--- src/rtl/tdq_pkg.sv ---
package tdq_pkg;

  // Register map, word index on the configuration port
  typedef enum logic [2:0] {
    REG_FMT       = 3'd0,
    REG_QSCHEME   = 3'd1,
    REG_FIXED_POS = 3'd2,
    REG_ZPOINT    = 3'd3,
    REG_SCALE     = 3'd4
  } reg_idx_t;

  // Element formats
  localparam logic [2:0] FMT_FP32  = 3'd0;
  localparam logic [2:0] FMT_FP16  = 3'd1;
  localparam logic [2:0] FMT_UINT8 = 3'd2;
  localparam logic [2:0] FMT_INT8  = 3'd3;
  localparam logic [2:0] FMT_INT16 = 3'd4;

  // Int8 quantization schemes
  localparam logic [1:0] QF_FIXED  = 2'd0;
  localparam logic [1:0] QF_AFFINE = 2'd1;

  localparam logic [31:0] SCALE_RESET = 32'h3F80_0000;
  localparam logic [31:0] FP32_QNAN   = 32'h7FC0_0000;
  localparam logic [31:0] FP32_QUIET  = 32'h0040_0000;
  localparam logic [7:0]  EXP_MAX     = 8'hFF;
  localparam logic [23:0] SIG_ONE     = 24'h80_0000;
  localparam int          POS_LIMIT   = 30;

  typedef struct packed {
    logic [2:0]        fmt;
    logic [1:0]        qscheme;
    logic signed [5:0] frac_pos;
    logic signed [8:0] zpoint;
    logic [31:0]       scale;
  } cfg_t;

  // Decoded element: either a finished value or a multiply request
  typedef struct packed {
    logic        err;
    logic        use_mul;
    logic [31:0] pass_val;
    logic        neg;
    logic [15:0] mag;
    logic [23:0] sig;
    logic [7:0]  expo;
  } front_t;

  // Fields that ride along the multiply stages unchanged
  typedef struct packed {
    logic        last;
    logic        err;
    logic        use_mul;
    logic [31:0] pass_val;
    logic        neg;
  } side_t;

endpackage

--- src/rtl/tdq_cfg.sv ---
module tdq_cfg
  import tdq_pkg::*;
(
  input  logic        clk,
  input  logic        rst,
  input  logic        psel,
  input  logic        penable,
  input  logic        pwrite,
  input  logic [4:0]  paddr,
  input  logic [31:0] pwdata,
  output logic [31:0] prdata,
  output logic        pready,
  output cfg_t        cfg
);

  logic     wr_en;
  reg_idx_t idx;

  assign pready = 1'b1;
  assign wr_en  = psel & penable & pwrite;
  assign idx    = reg_idx_t'(paddr[4:2]);

  // Write registers on the access cycle
  always_ff @(posedge clk) begin
    if (rst) begin
      cfg.fmt      <= FMT_FP32;
      cfg.qscheme  <= QF_FIXED;
      cfg.frac_pos <= '0;
      cfg.zpoint   <= '0;
      cfg.scale    <= SCALE_RESET;
    end else if (wr_en) begin
      case (idx)
        REG_FMT:       cfg.fmt      <= pwdata[2:0];
        REG_QSCHEME:   cfg.qscheme  <= pwdata[1:0];
        REG_FIXED_POS: cfg.frac_pos <= $signed(pwdata[5:0]);
        REG_ZPOINT:    cfg.zpoint   <= $signed(pwdata[8:0]);
        REG_SCALE:     cfg.scale    <= pwdata;
        default: ;
      endcase
    end
  end

  // Read back raw register bits
  always_comb begin
    unique case (idx)
      REG_FMT:       prdata = {29'd0, cfg.fmt};
      REG_QSCHEME:   prdata = {30'd0, cfg.qscheme};
      REG_FIXED_POS: prdata = {26'd0, cfg.frac_pos};
      REG_ZPOINT:    prdata = {23'd0, cfg.zpoint};
      REG_SCALE:     prdata = cfg.scale;
      default:       prdata = '0;
    endcase
  end

endmodule

--- src/rtl/tdq_front.sv ---
module tdq_front
  import tdq_pkg::*;
(
  input  cfg_t        cfg,
  input  logic [31:0] raw_word,
  output front_t      front
);

  logic signed [16:0] ival;
  logic signed [17:0] dval;
  logic               affine;
  logic               fixed;
  logic               err;
  logic [17:0]        dabs;
  logic signed [5:0]  pos;
  logic [7:0]         sexp;
  logic [22:0]        sfrac;
  logic               sneg;
  logic [31:0]        h16;
  logic [3:0]         lead;
  logic [9:0]         hsub;

  // Pick the integer view and the conversion for the format
  always_comb begin
    ival   = '0;
    affine = 1'b0;
    fixed  = 1'b0;
    err    = 1'b0;
    case (cfg.fmt)
      FMT_FP32, FMT_FP16: ;
      FMT_UINT8: begin
        ival   = {9'd0, raw_word[7:0]};
        affine = 1'b1;
      end
      FMT_INT8: begin
        ival = {{9{raw_word[7]}}, raw_word[7:0]};
        if (cfg.qscheme == QF_FIXED)       fixed  = 1'b1;
        else if (cfg.qscheme == QF_AFFINE) affine = 1'b1;
        else                               err    = 1'b1;
      end
      FMT_INT16: begin
        ival  = {raw_word[15], raw_word[15:0]};
        fixed = 1'b1;
      end
      default: err = 1'b1;
    endcase
  end

  assign dval = affine ? ({ival[16], ival} - 18'(cfg.zpoint))
                       : {ival[16], ival};
  assign dabs = dval[17] ? 18'(-dval) : dval;

  // Saturate the fraction position and form the power of two scale
  always_comb begin
    if (cfg.frac_pos > 6'(POS_LIMIT))       pos = 6'(POS_LIMIT);
    else if (cfg.frac_pos < -6'(POS_LIMIT)) pos = -6'(POS_LIMIT);
    else                                    pos = cfg.frac_pos;
  end

  assign sexp  = cfg.scale[30:23];
  assign sfrac = cfg.scale[22:0];
  assign sneg  = dval[17] ^ (affine & cfg.scale[31]);

  // Widen half precision, normalizing subnormals
  always_comb begin
    lead = '0;
    for (int i = 0; i < 10; i++) begin
      if (raw_word[i]) lead = 4'(i);
    end
    hsub = raw_word[9:0] << (4'd10 - lead);
    if (raw_word[14:10] == 5'h1F)
      h16 = {raw_word[15], EXP_MAX, raw_word[9:0], 13'd0};
    else if (raw_word[14:10] != 5'd0)
      h16 = {raw_word[15], 8'(raw_word[14:10]) + 8'd112, raw_word[9:0], 13'd0};
    else if (raw_word[9:0] == 10'd0)
      h16 = {raw_word[15], 31'd0};
    else
      h16 = {raw_word[15], 8'd103 + 8'(lead), hsub, 13'd0};
  end

  // Settle special cases here, hand the rest to the multiplier
  always_comb begin
    front.err      = err;
    front.use_mul  = 1'b0;
    front.pass_val = '0;
    front.neg      = sneg;
    front.mag      = dabs[15:0];
    front.sig      = SIG_ONE;
    front.expo     = 8'(8'sd127 - 8'(pos));
    if (affine) begin
      front.sig  = {(sexp != 8'd0), sfrac};
      front.expo = (sexp == 8'd0) ? 8'd1 : sexp;
    end
    if (cfg.fmt == FMT_FP32) begin
      front.pass_val = raw_word;
    end else if (cfg.fmt == FMT_FP16) begin
      front.pass_val = h16;
    end else if (affine && sexp == EXP_MAX) begin
      if (sfrac != 23'd0)      front.pass_val = cfg.scale | FP32_QUIET;
      else if (dabs == 18'd0)  front.pass_val = FP32_QNAN;
      else                     front.pass_val = {sneg, EXP_MAX, 23'd0};
    end else if (dabs == 18'd0 || (affine && cfg.scale[30:0] == 31'd0)) begin
      front.pass_val = {sneg, 31'd0};
    end else if (affine || fixed) begin
      front.use_mul = 1'b1;
    end
  end

endmodule

--- src/rtl/tdq_pipe.sv ---
module tdq_pipe
  import tdq_pkg::*;
(
  input  logic        clk,
  input  logic        rst,
  input  logic        in_valid,
  output logic        in_ready,
  input  front_t      front,
  input  logic        in_last,
  output logic        out_valid,
  input  logic        out_ready,
  output logic [31:0] value_bits,
  output logic        status,
  output logic        last_out
);

  logic v1, v2, v3, v4;
  logic r1, r2, r3, r4, r5;

  front_t       f1;
  logic         last1;
  side_t        sd2, sd3, sd4;
  logic [39:0]  prod2, prod3;
  logic [7:0]   expo2;
  logic [5:0]   shamt3, shamt_next;
  logic [7:0]   expf3, expf4, expf_next;
  logic         inf3, inf4, inf_next;
  logic [22:0]  mant4;
  logic         g4, st4;
  logic [5:0]   lead;
  logic signed [9:0] er;
  logic [39:0]  norm;
  logic         rnd;
  logic [30:0]  body;

  // Ready chain: a stage takes a request when empty or draining
  assign r5       = !out_valid || out_ready;
  assign r4       = !v4 || r5;
  assign r3       = !v3 || r4;
  assign r2       = !v2 || r3;
  assign r1       = !v1 || r2;
  assign in_ready = r1;

  // Stage 1: hold the decoded element
  always_ff @(posedge clk) begin
    if (rst) v1 <= 1'b0;
    else if (r1) v1 <= in_valid;
  end
  always_ff @(posedge clk) begin
    if (r1 && in_valid) begin
      f1    <= front;
      last1 <= in_last;
    end
  end

  // Stage 2: integer magnitude times significand
  always_ff @(posedge clk) begin
    if (rst) v2 <= 1'b0;
    else if (r2) v2 <= v1;
  end
  always_ff @(posedge clk) begin
    if (r2 && v1) begin
      prod2 <= f1.mag * f1.sig;
      expo2 <= f1.expo;
      sd2   <= '{last: last1, err: f1.err, use_mul: f1.use_mul,
                 pass_val: f1.pass_val, neg: f1.neg};
    end
  end

  // Stage 3: find the leading one and plan the shift
  always_comb begin
    lead = '0;
    for (int i = 0; i < 40; i++) begin
      if (prod2[i]) lead = 6'(i);
    end
    er = $signed({4'd0, lead}) + $signed({2'd0, expo2}) - 10'sd23;
    inf_next = 1'b0;
    if (er >= 10'sd255) begin
      inf_next   = 1'b1;
      shamt_next = '0;
      expf_next  = '0;
    end else if (er >= 10'sd1) begin
      shamt_next = 6'd39 - lead;
      expf_next  = er[7:0];
    end else begin
      // result is subnormal and exact
      shamt_next = 6'(expo2 + 8'd15);
      expf_next  = '0;
    end
  end

  always_ff @(posedge clk) begin
    if (rst) v3 <= 1'b0;
    else if (r3) v3 <= v2;
  end
  always_ff @(posedge clk) begin
    if (r3 && v2) begin
      prod3  <= prod2;
      shamt3 <= shamt_next;
      expf3  <= expf_next;
      inf3   <= inf_next;
      sd3    <= sd2;
    end
  end

  // Stage 4: normalize and split off guard and sticky
  assign norm = prod3 << shamt3;

  always_ff @(posedge clk) begin
    if (rst) v4 <= 1'b0;
    else if (r4) v4 <= v3;
  end
  always_ff @(posedge clk) begin
    if (r4 && v3) begin
      mant4 <= norm[38:16];
      g4    <= norm[15];
      st4   <= |norm[14:0];
      expf4 <= expf3;
      inf4  <= inf3;
      sd4   <= sd3;
    end
  end

  // Stage 5: round to nearest even, pack, select the result
  assign rnd  = g4 & (st4 | mant4[0]);
  assign body = {expf4, mant4} + 31'(rnd);

  always_ff @(posedge clk) begin
    if (rst) out_valid <= 1'b0;
    else if (r5) out_valid <= v4;
  end
  always_ff @(posedge clk) begin
    if (r5 && v4) begin
      status   <= sd4.err;
      last_out <= sd4.last;
      if (sd4.err)          value_bits <= '0;
      else if (!sd4.use_mul) value_bits <= sd4.pass_val;
      else if (inf4)        value_bits <= {sd4.neg, EXP_MAX, 23'd0};
      else                  value_bits <= {sd4.neg, body};
    end
  end

endmodule

--- src/rtl/tensor_dequant_to_fp32_top.sv ---
// Tensor element dequantizer to IEEE single precision.
// Input stream: s_tdata carries one raw element (low 8, 16 or 32 bits used),
// s_tlast marks the final element of a tensor. Output stream: m_tdata is the
// fp32 bit pattern, m_tuser is the status flag (1 = unsupported format or
// int8 scheme, data zero), m_tlast copies the input tlast.
// Format, quantization scheme, fraction position, zero point and scale are
// set through the APB port; the user must see that they are changed only
// while the stream is idle; the block itself does not enforce this. Throughput
// is one element per cycle while the receiver does not stall. After the
// input register the depth is set by the 16x24 multiply, a 40-bit
// leading-one search, normalize shift and round, one stage each; m_tvalid
// rises when an accepted request leaves the round stage. Reset clears all
// stage valid bits and loads the default registers (fp32 pass-through,
// scale 1.0). When the receiver stalls, the pipeline keeps filling its
// empty stages and only then drops s_tready; no request is lost or repeated.
module tensor_dequant_to_fp32_top
  import tdq_pkg::*;
(
  input  logic        clk,
  input  logic        rst,
  input  logic        psel,
  input  logic        penable,
  input  logic        pwrite,
  input  logic [4:0]  paddr,
  input  logic [31:0] pwdata,
  output logic [31:0] prdata,
  output logic        pready,
  input  logic        s_tvalid,
  output logic        s_tready,
  input  logic [31:0] s_tdata,   // raw_word
  input  logic        s_tlast,   // last
  output logic        m_tvalid,
  input  logic        m_tready,
  output logic [31:0] m_tdata,   // value_bits
  output logic        m_tuser,   // status
  output logic        m_tlast    // last_out
);

  cfg_t   cfg;
  front_t front;

  tdq_cfg u_cfg (
    .clk     (clk),
    .rst     (rst),
    .psel    (psel),
    .penable (penable),
    .pwrite  (pwrite),
    .paddr   (paddr),
    .pwdata  (pwdata),
    .prdata  (prdata),
    .pready  (pready),
    .cfg     (cfg)
  );

  tdq_front u_front (
    .cfg      (cfg),
    .raw_word (s_tdata),
    .front    (front)
  );

  tdq_pipe u_pipe (
    .clk        (clk),
    .rst        (rst),
    .in_valid   (s_tvalid),
    .in_ready   (s_tready),
    .front      (front),
    .in_last    (s_tlast),
    .out_valid  (m_tvalid),
    .out_ready  (m_tready),
    .value_bits (m_tdata),
    .status     (m_tuser),
    .last_out   (m_tlast)
  );

endmodule

--- config.mk ---
export PLATFORM = sky130hd
export DESIGN_NAME = tensor_dequant_to_fp32_top
export DESIGN_NICKNAME = d
export VERILOG_FILES = /design/src/rtl/tdq_pkg.sv /design/src/rtl/tdq_cfg.sv /design/src/rtl/tdq_front.sv /design/src/rtl/tdq_pipe.sv /design/src/rtl/tensor_dequant_to_fp32_top.sv
export SDC_FILE = /design/constraint.sdc
export NUM_CORES = 2
export LEC_CHECK = 0
export BUFFER_PORTS_ARGS = -buffer_cell sky130_fd_sc_hd__buf_4
export CAP_MARGIN = 5
export CORE_MARGIN = 3
export CORE_UTILIZATION = 45
export DETAILED_ROUTE_END_ITERATION = 6
export GPL_TIMING_DRIVEN = 0
export PLACE_DENSITY = 0.7
export RECOVER_POWER = 25
export SLEW_MARGIN = 10
export SYNTH_ARGS = -nofsm -noshare
export SYNTH_HDL_FRONTEND = slang
export SYNTH_HIERARCHICAL = 1
export SYNTH_SLANG_ARGS = --single-unit
--- constraint.sdc ---
create_clock -name clk -period 22.8 [get_ports clk]
set_input_delay 3.42 -clock clk [delete_from_list [all_inputs] [get_ports clk]]
set_output_delay 3.42 -clock clk [all_outputs]
set_load 0.03 [all_outputs]
After elaboration in Yosys (flattened, before gate mapping)

Index checks and enable logic that the tools add are counted.

$add $sub $neg: 11
Multipliers: 1
Divide/modulo/power cells: 0
$lt $le $gt $ge: 4
Eq/ne operators: 11
Shift-type cells: 2
Multiplexer cells: 78
Bitwise gates (word level): 7
Reduce and logical (&&, ||, !) cells: 38

Operator list:

| cell                                                                | number |
|---|---|
| two-way mux 32 bit                                                  | 7 |
| one-hot mux 32 bit (5 select lines)                                 | 1 |
| two-way mux 31 bit                                                  | 4 |
| two-way mux 5 bit                                                   | 16 |
| two-way mux 6 bit                                                   | 11 |
| one-hot mux 17 bit (3 select lines)                                 | 1 |
| multiplier 16 x 24 -> 40 bit                                        | 1 |
| two-way mux 4 bit                                                   | 10 |
| left shift 40 x 6 -> 39 bit                                         | 1 |
| two-way mux 18 bit                                                  | 2 |
| adder 31 x 1 -> 31 bit                                              | 1 |
| zero test 31 bit                                                    | 1 |
| two-way mux 3 bit                                                   | 8 |
| nonzero test 23 bit                                                 | 1 |
| zero test 18 bit                                                    | 1 |
| negator 18 bit                                                      | 1 |
| subtractor 17 x 9 -> 18 bit                                         | 1 |
| two-way mux 8 bit                                                   | 2 |
| OR reduction 15 bit                                                 | 1 |
| == test 3 x 2 -> 1 bit (second input constant)                      | 4 |
| greater-or-equal comparator 10 x 2 -> 1 bit (second input constant) | 1 |
| greater-or-equal comparator 10 x 9 -> 1 bit (second input constant) | 1 |
| zero test 10 bit                                                    | 1 |
| AND reduction 2 bit                                                 | 5 |
| 33 further kinds                                                    | 69 |

Register bits after elaboration: 420
Bits in latches: 0
Bits in writable memories: 0
Bits in read-only memories: 0
Word-level logic and storage cells: 199
Memories kept: 0

Longest topological paths before layout

Depth after elaboration: 44
Depth in mapped cells: 25
Depth with buffers taken out: 23

Cells and area by module

Netlist, hierarchy kept.

By module, submodules not included:

| module    | times used | cells each | area each (um^2) | sequential area each (um^2) |
|---|---|---|---|---|
| tdq_pipe  | 1          | 2403       | 27141.0          | 10970.5 |
| tdq_front | 1          | 581        | 3601.0           | 0.0 |
| tdq_cfg   | 1          | 284        | 2623.8           | 1041.0 |

Worst setup path after synthesis

Ideal clock, no wire load.

Path kind: input to register
Start point: input m_tready
End point: register u_pipe.expf3[0] (enable)
Library setup time: 676 ps
Data arrival time: 10305 ps
Required time: 22124 ps
Path slack: 11819 ps
Stages: 4
Path through: nor2b_1 and2_1 clkbuf_1 a21boi_0

Cells in the longest elaborated chain, start to end: 4

RTL lines:

| item                   | line                             | text |
|---|---|---|
| start: declaration     | tensor_dequant_to_fp32_top.sv:33 | `input logic m_tready,` |
| logical OR 1 bit       | tdq_pipe.sv:37                   | `assign r5 = !out_valid \|\| out_ready;` |
| logical OR 1 bit       | tdq_pipe.sv:38                   | `assign r4 = !v4 \|\| r5;` |
| logical OR 1 bit       | tdq_pipe.sv:39                   | `assign r3 = !v3 \|\| r4;` |
| logical AND 1 bit      | tdq_pipe.sv:97                   | `if (r3 && v2) begin` |
| end signal: assignment | tdq_pipe.sv:100                  | `expf3 <= expf_next;` |
| end: declaration       | tdq_pipe.sv:26                   | `logic [7:0] expf3, expf4, expf_next;` |

Every way passes these cells.
A chain may end at the register's enable or synchronous reset.

Final worst setup path

Start point: input paddr[3]
End point: output prdata[3]

Cells in the longest elaborated chain, start to end: 2
Elaborated cells between the ends (all ways): 6
Classes of those cells: eq/ne (4); mux (1); reduce/logical (1)

RTL lines:

| item                                        | line                             | text |
|---|---|---|
| start: declaration                          | tensor_dequant_to_fp32_top.sv:24 | `input logic [4:0] paddr,` |
| == test 3 bit, or another cell as far along | tdq_cfg.sv:45                    | `unique case (idx)` |
| one-hot mux 32 bit (5 select lines) *       | tdq_cfg.sv:45                    |  |
| end: declaration                            | tensor_dequant_to_fp32_top.sv:26 | `output logic [31:0] prdata,` |

Mark *: on every way between the ends. The rest lies on a longest branch, timed or not.

==> metrics.txt <==
status=finished clean; io pins=146; slew of the pin with the lowest slew margin=1000 ps; leak pwr=15.2 nW; layout cells sized above 1=8.79%; setup repair bufs after CTS=0; # fillers=6515; clk_lat worst skew=600 ps; Site Rows=99; Yosys Warn Count=6; Routed wire per std cell=20.8 um; Post-Syn Area=33400 um2; antenna violations before repair=1; total grt overflow=0; final setup skew=28.8 ps; setup_tns=0 ps; CP bufs+invs=5; RSZ-0062 raised after global routing=false; Syn Nets=3801; post-cts sizing count=0; critical path launch point type=input pin; Max IR drop VDD=0.0575 mV; Syn Area/Cell=10.2 um2; pin count of the biggest net entering global routing=66; port bufs=134; area post-placement=35800 um2; Initial Util=45.6%; Cells after Synth=3268; Setup WS pre-CTS=13890 ps; WS Path Type=input pin to primary output; Nets=3992; wl on met1=39600 um; CTS Buf Count=45; Worst Setup Slack, final=13990 ps; Async S/R FF share, synth=0%; GRT Total Usage=23.9%; Area Overhead vs Synth=11.8%; vias per cell=5.59; ys flop type=edfxtp_1; Final Instance Area=37300 um2; core area=73200 um2; Die Span X=278 um; Finished Core Util=51.0%; Pwr Density=69.0 nW/um2; Final Setup Violations=0; Root Driver=clkbuf_16; worst-path fanout max=10; commonest cells after routing, fill and taps aside=nand2_1 (403), inv_1 (379), edfxtp_1 (362); period utilization=38.7%; highest routed layer=met4; CP Data Required Time=19380 ps; Detail Route Antenna Nets=0; Routed met3 length=7460 um; Hold Slack=394 ps; final period demand of the worst path=8810 ps; Final Hold Viols=0; worst rel slew slack=32.4%; EDFF count, synth=362; Top delay family on crit path=buffers and inverters; CP max stage delay=510 ps; Yosys cell types=95; vias in the first global route=24698; Clock Sink Count=419; GPL Wtd Cong=1.01; first-pass GRT wire length=143000 um; Arr. time, crit path=5390 ps; DIE HEIGHT=278 um; hpwl dp=72600 um; drt total wl=92500 um; initial DRC count=2240; via count=24889; H-tree lvl count=2; CP endpoint kind=primary output; die area=77400 um2; slowest CP cell=clkbuf_1; Max Freq=113 MHz; hold crit path type=flip-flop to flip-flop; Pre-Repair DR Iteration Count=5; met2 WL=41000 um; # Max-Cap Violations=0; Worst-path clk slew=60 ps; most common cell after layout, fill and taps aside=nand2_1; fin. max-slew vios=0; number of synthesized register bits=419; CTS tree=built; cells along the critical path=buf_4 -> buf_2 -> nor3b_1 -> buf_2 -> clkbuf_1 -> nand2_1 -> o21ai_0 -> buf_4; post-synthesis sequential area ratio=36.0%; CTS Hold Bufs=0; drc violations=0; clock buffer depth=3
==> state kept, by name, summed over array words and instances (netlist names), 32 cells and up <==
| register | flops |
|---|---|
| u_pipe/sd3 | 36 |
| u_cfg/cfg | 52 |
| u_pipe/prod2 | 40 |
| u_pipe/sd2 | 36 |
| u_pipe/sd4 | 36 |
| u_pipe/prod3 | 39 |
| u_pipe/value_bits | 32 |
| u_pipe/f1 | 83 |
==> metrics by stage <==
stage / power, W / instances
3_3_place_gp: 0.00184 / 4361
4_1_cts: 0.00258 / 4453
5_1_grt: 0.00273 / 4453
2_1_floorplan: 0.00160 / 3268
3_5_place_dp: 0.00185 / 4371
6_report: 0.00257 / 4454
==> worst paths after layout <==
kind	startpoint	endpoint	slack (ps)	cells after the start
worst max-delay path	paddr[3]	prdata[3]	13990	8
worst min-delay path	u_pipe/sd2[14]	u_pipe/sd3[14]	390	0
worst max register to register	u_pipe/f1[37]	u_pipe/prod2[39]	15320	24
worst min register to register	u_pipe/sd2[14]	u_pipe/sd3[14]	390	0
==> layer usage <==
layer / up-vias / global-route usage, %
li1: 11409 / -
met1: 12182 / 33.2
met2: 1043 / 36.5
met3: 255 / 4.49
met4: 0 / 10.8
met5: - / 0
==> power breakdown <==
part | switching [W] | total, W | internal, W
logic | 0.000526 | 0.000891 | 0.000365
clock network | 0.000315 | 0.000721 | 0.000406
registers | 0.0000443 | 0.000963 | 0.000919
total | 0.000885 | 0.00257 | 0.00169
==> cell usage after synthesis, drive strengths merged, types with 11 or more instances <==
master / instances / area, um2
mux2i: 94 / 941
nor2b: 43 / 269
nor4: 16 / 100
nand3: 40 / 205
a31oi: 25 / 171
edfxtp: 362 / 10900
fa: 308 / 6170
o21ai: 116 / 584
nor3: 40 / 200
and3: 15 / 93.8
nand4: 15 / 93.8
mux4: 20 / 450
clkbuf: 137 / 514
o21a: 18 / 135
a21oi: 131 / 663
mux2: 14 / 161
nand2b: 80 / 500
o22ai: 12 / 75.1
and2: 198 / 1240
nor2: 210 / 788
xor2: 40 / 350
a22o: 15 / 131
nand2: 403 / 1510
a22oi: 12 / 90.1
ha: 148 / 1850
a211oi: 31 / 238
buf: 28 / 185
o211ai: 11 / 87.6
dfxtp: 57 / 1140
inv: 379 / 1420
o31ai: 13 / 125
a21o: 41 / 309
xnor2: 57 / 499
==> worst register-to-register path: stages (launching register included) <==
cell and delay, ps:
edfxtp_1 560, clkbuf_1 690, nand2_1 170, fa_1 540
inv_1 50, fa_1 470, inv_1 50, fa_1 480
fa_1 540, inv_1 50, fa_1 470, inv_1 50
fa_1 470, inv_1 40, ha_1 260, clkbuf_1 280
nand3_1 120, a21oi_1 210, a221oi_1 210, a211oi_1 430
o221ai_1 310, o311a_1 360, o21bai_1 150, a21oi_1 100
xnor2_1 160
==> final cells by class <==
type | instances | area, um2 | share of cell area, %
clock buffer | 53 | 1200 | 3.21
sequential | 419 | 12000 | 32.2
clock inverter | 29 | 278 | 0.744
timing repair buffer | 144 | 1230 | 3.29
multi-input combinational | 2304 | 19300 | 51.6
buffer | 165 | 698 | 1.87
tap | 959 | 1200 | 3.22
antenna | 1 | 2.50 | 0.00671
inverter | 380 | 1430 | 3.82
==> logic make-up (layout without fill, tap and decap cells) <==
family	Yosys count	in the layout	synth area share, %
xor+xnor	97	97	2.55
simple gates	1113	1113	16.3
flops	419	419	36.0
buf+inv	545	771	6.37
fa+ha+maj	456	456	24.0
other cells	1	2	0.0112
mux	128	128	4.65
compound gates	509	509	10.1
Power figures use the tool's default switching activity.
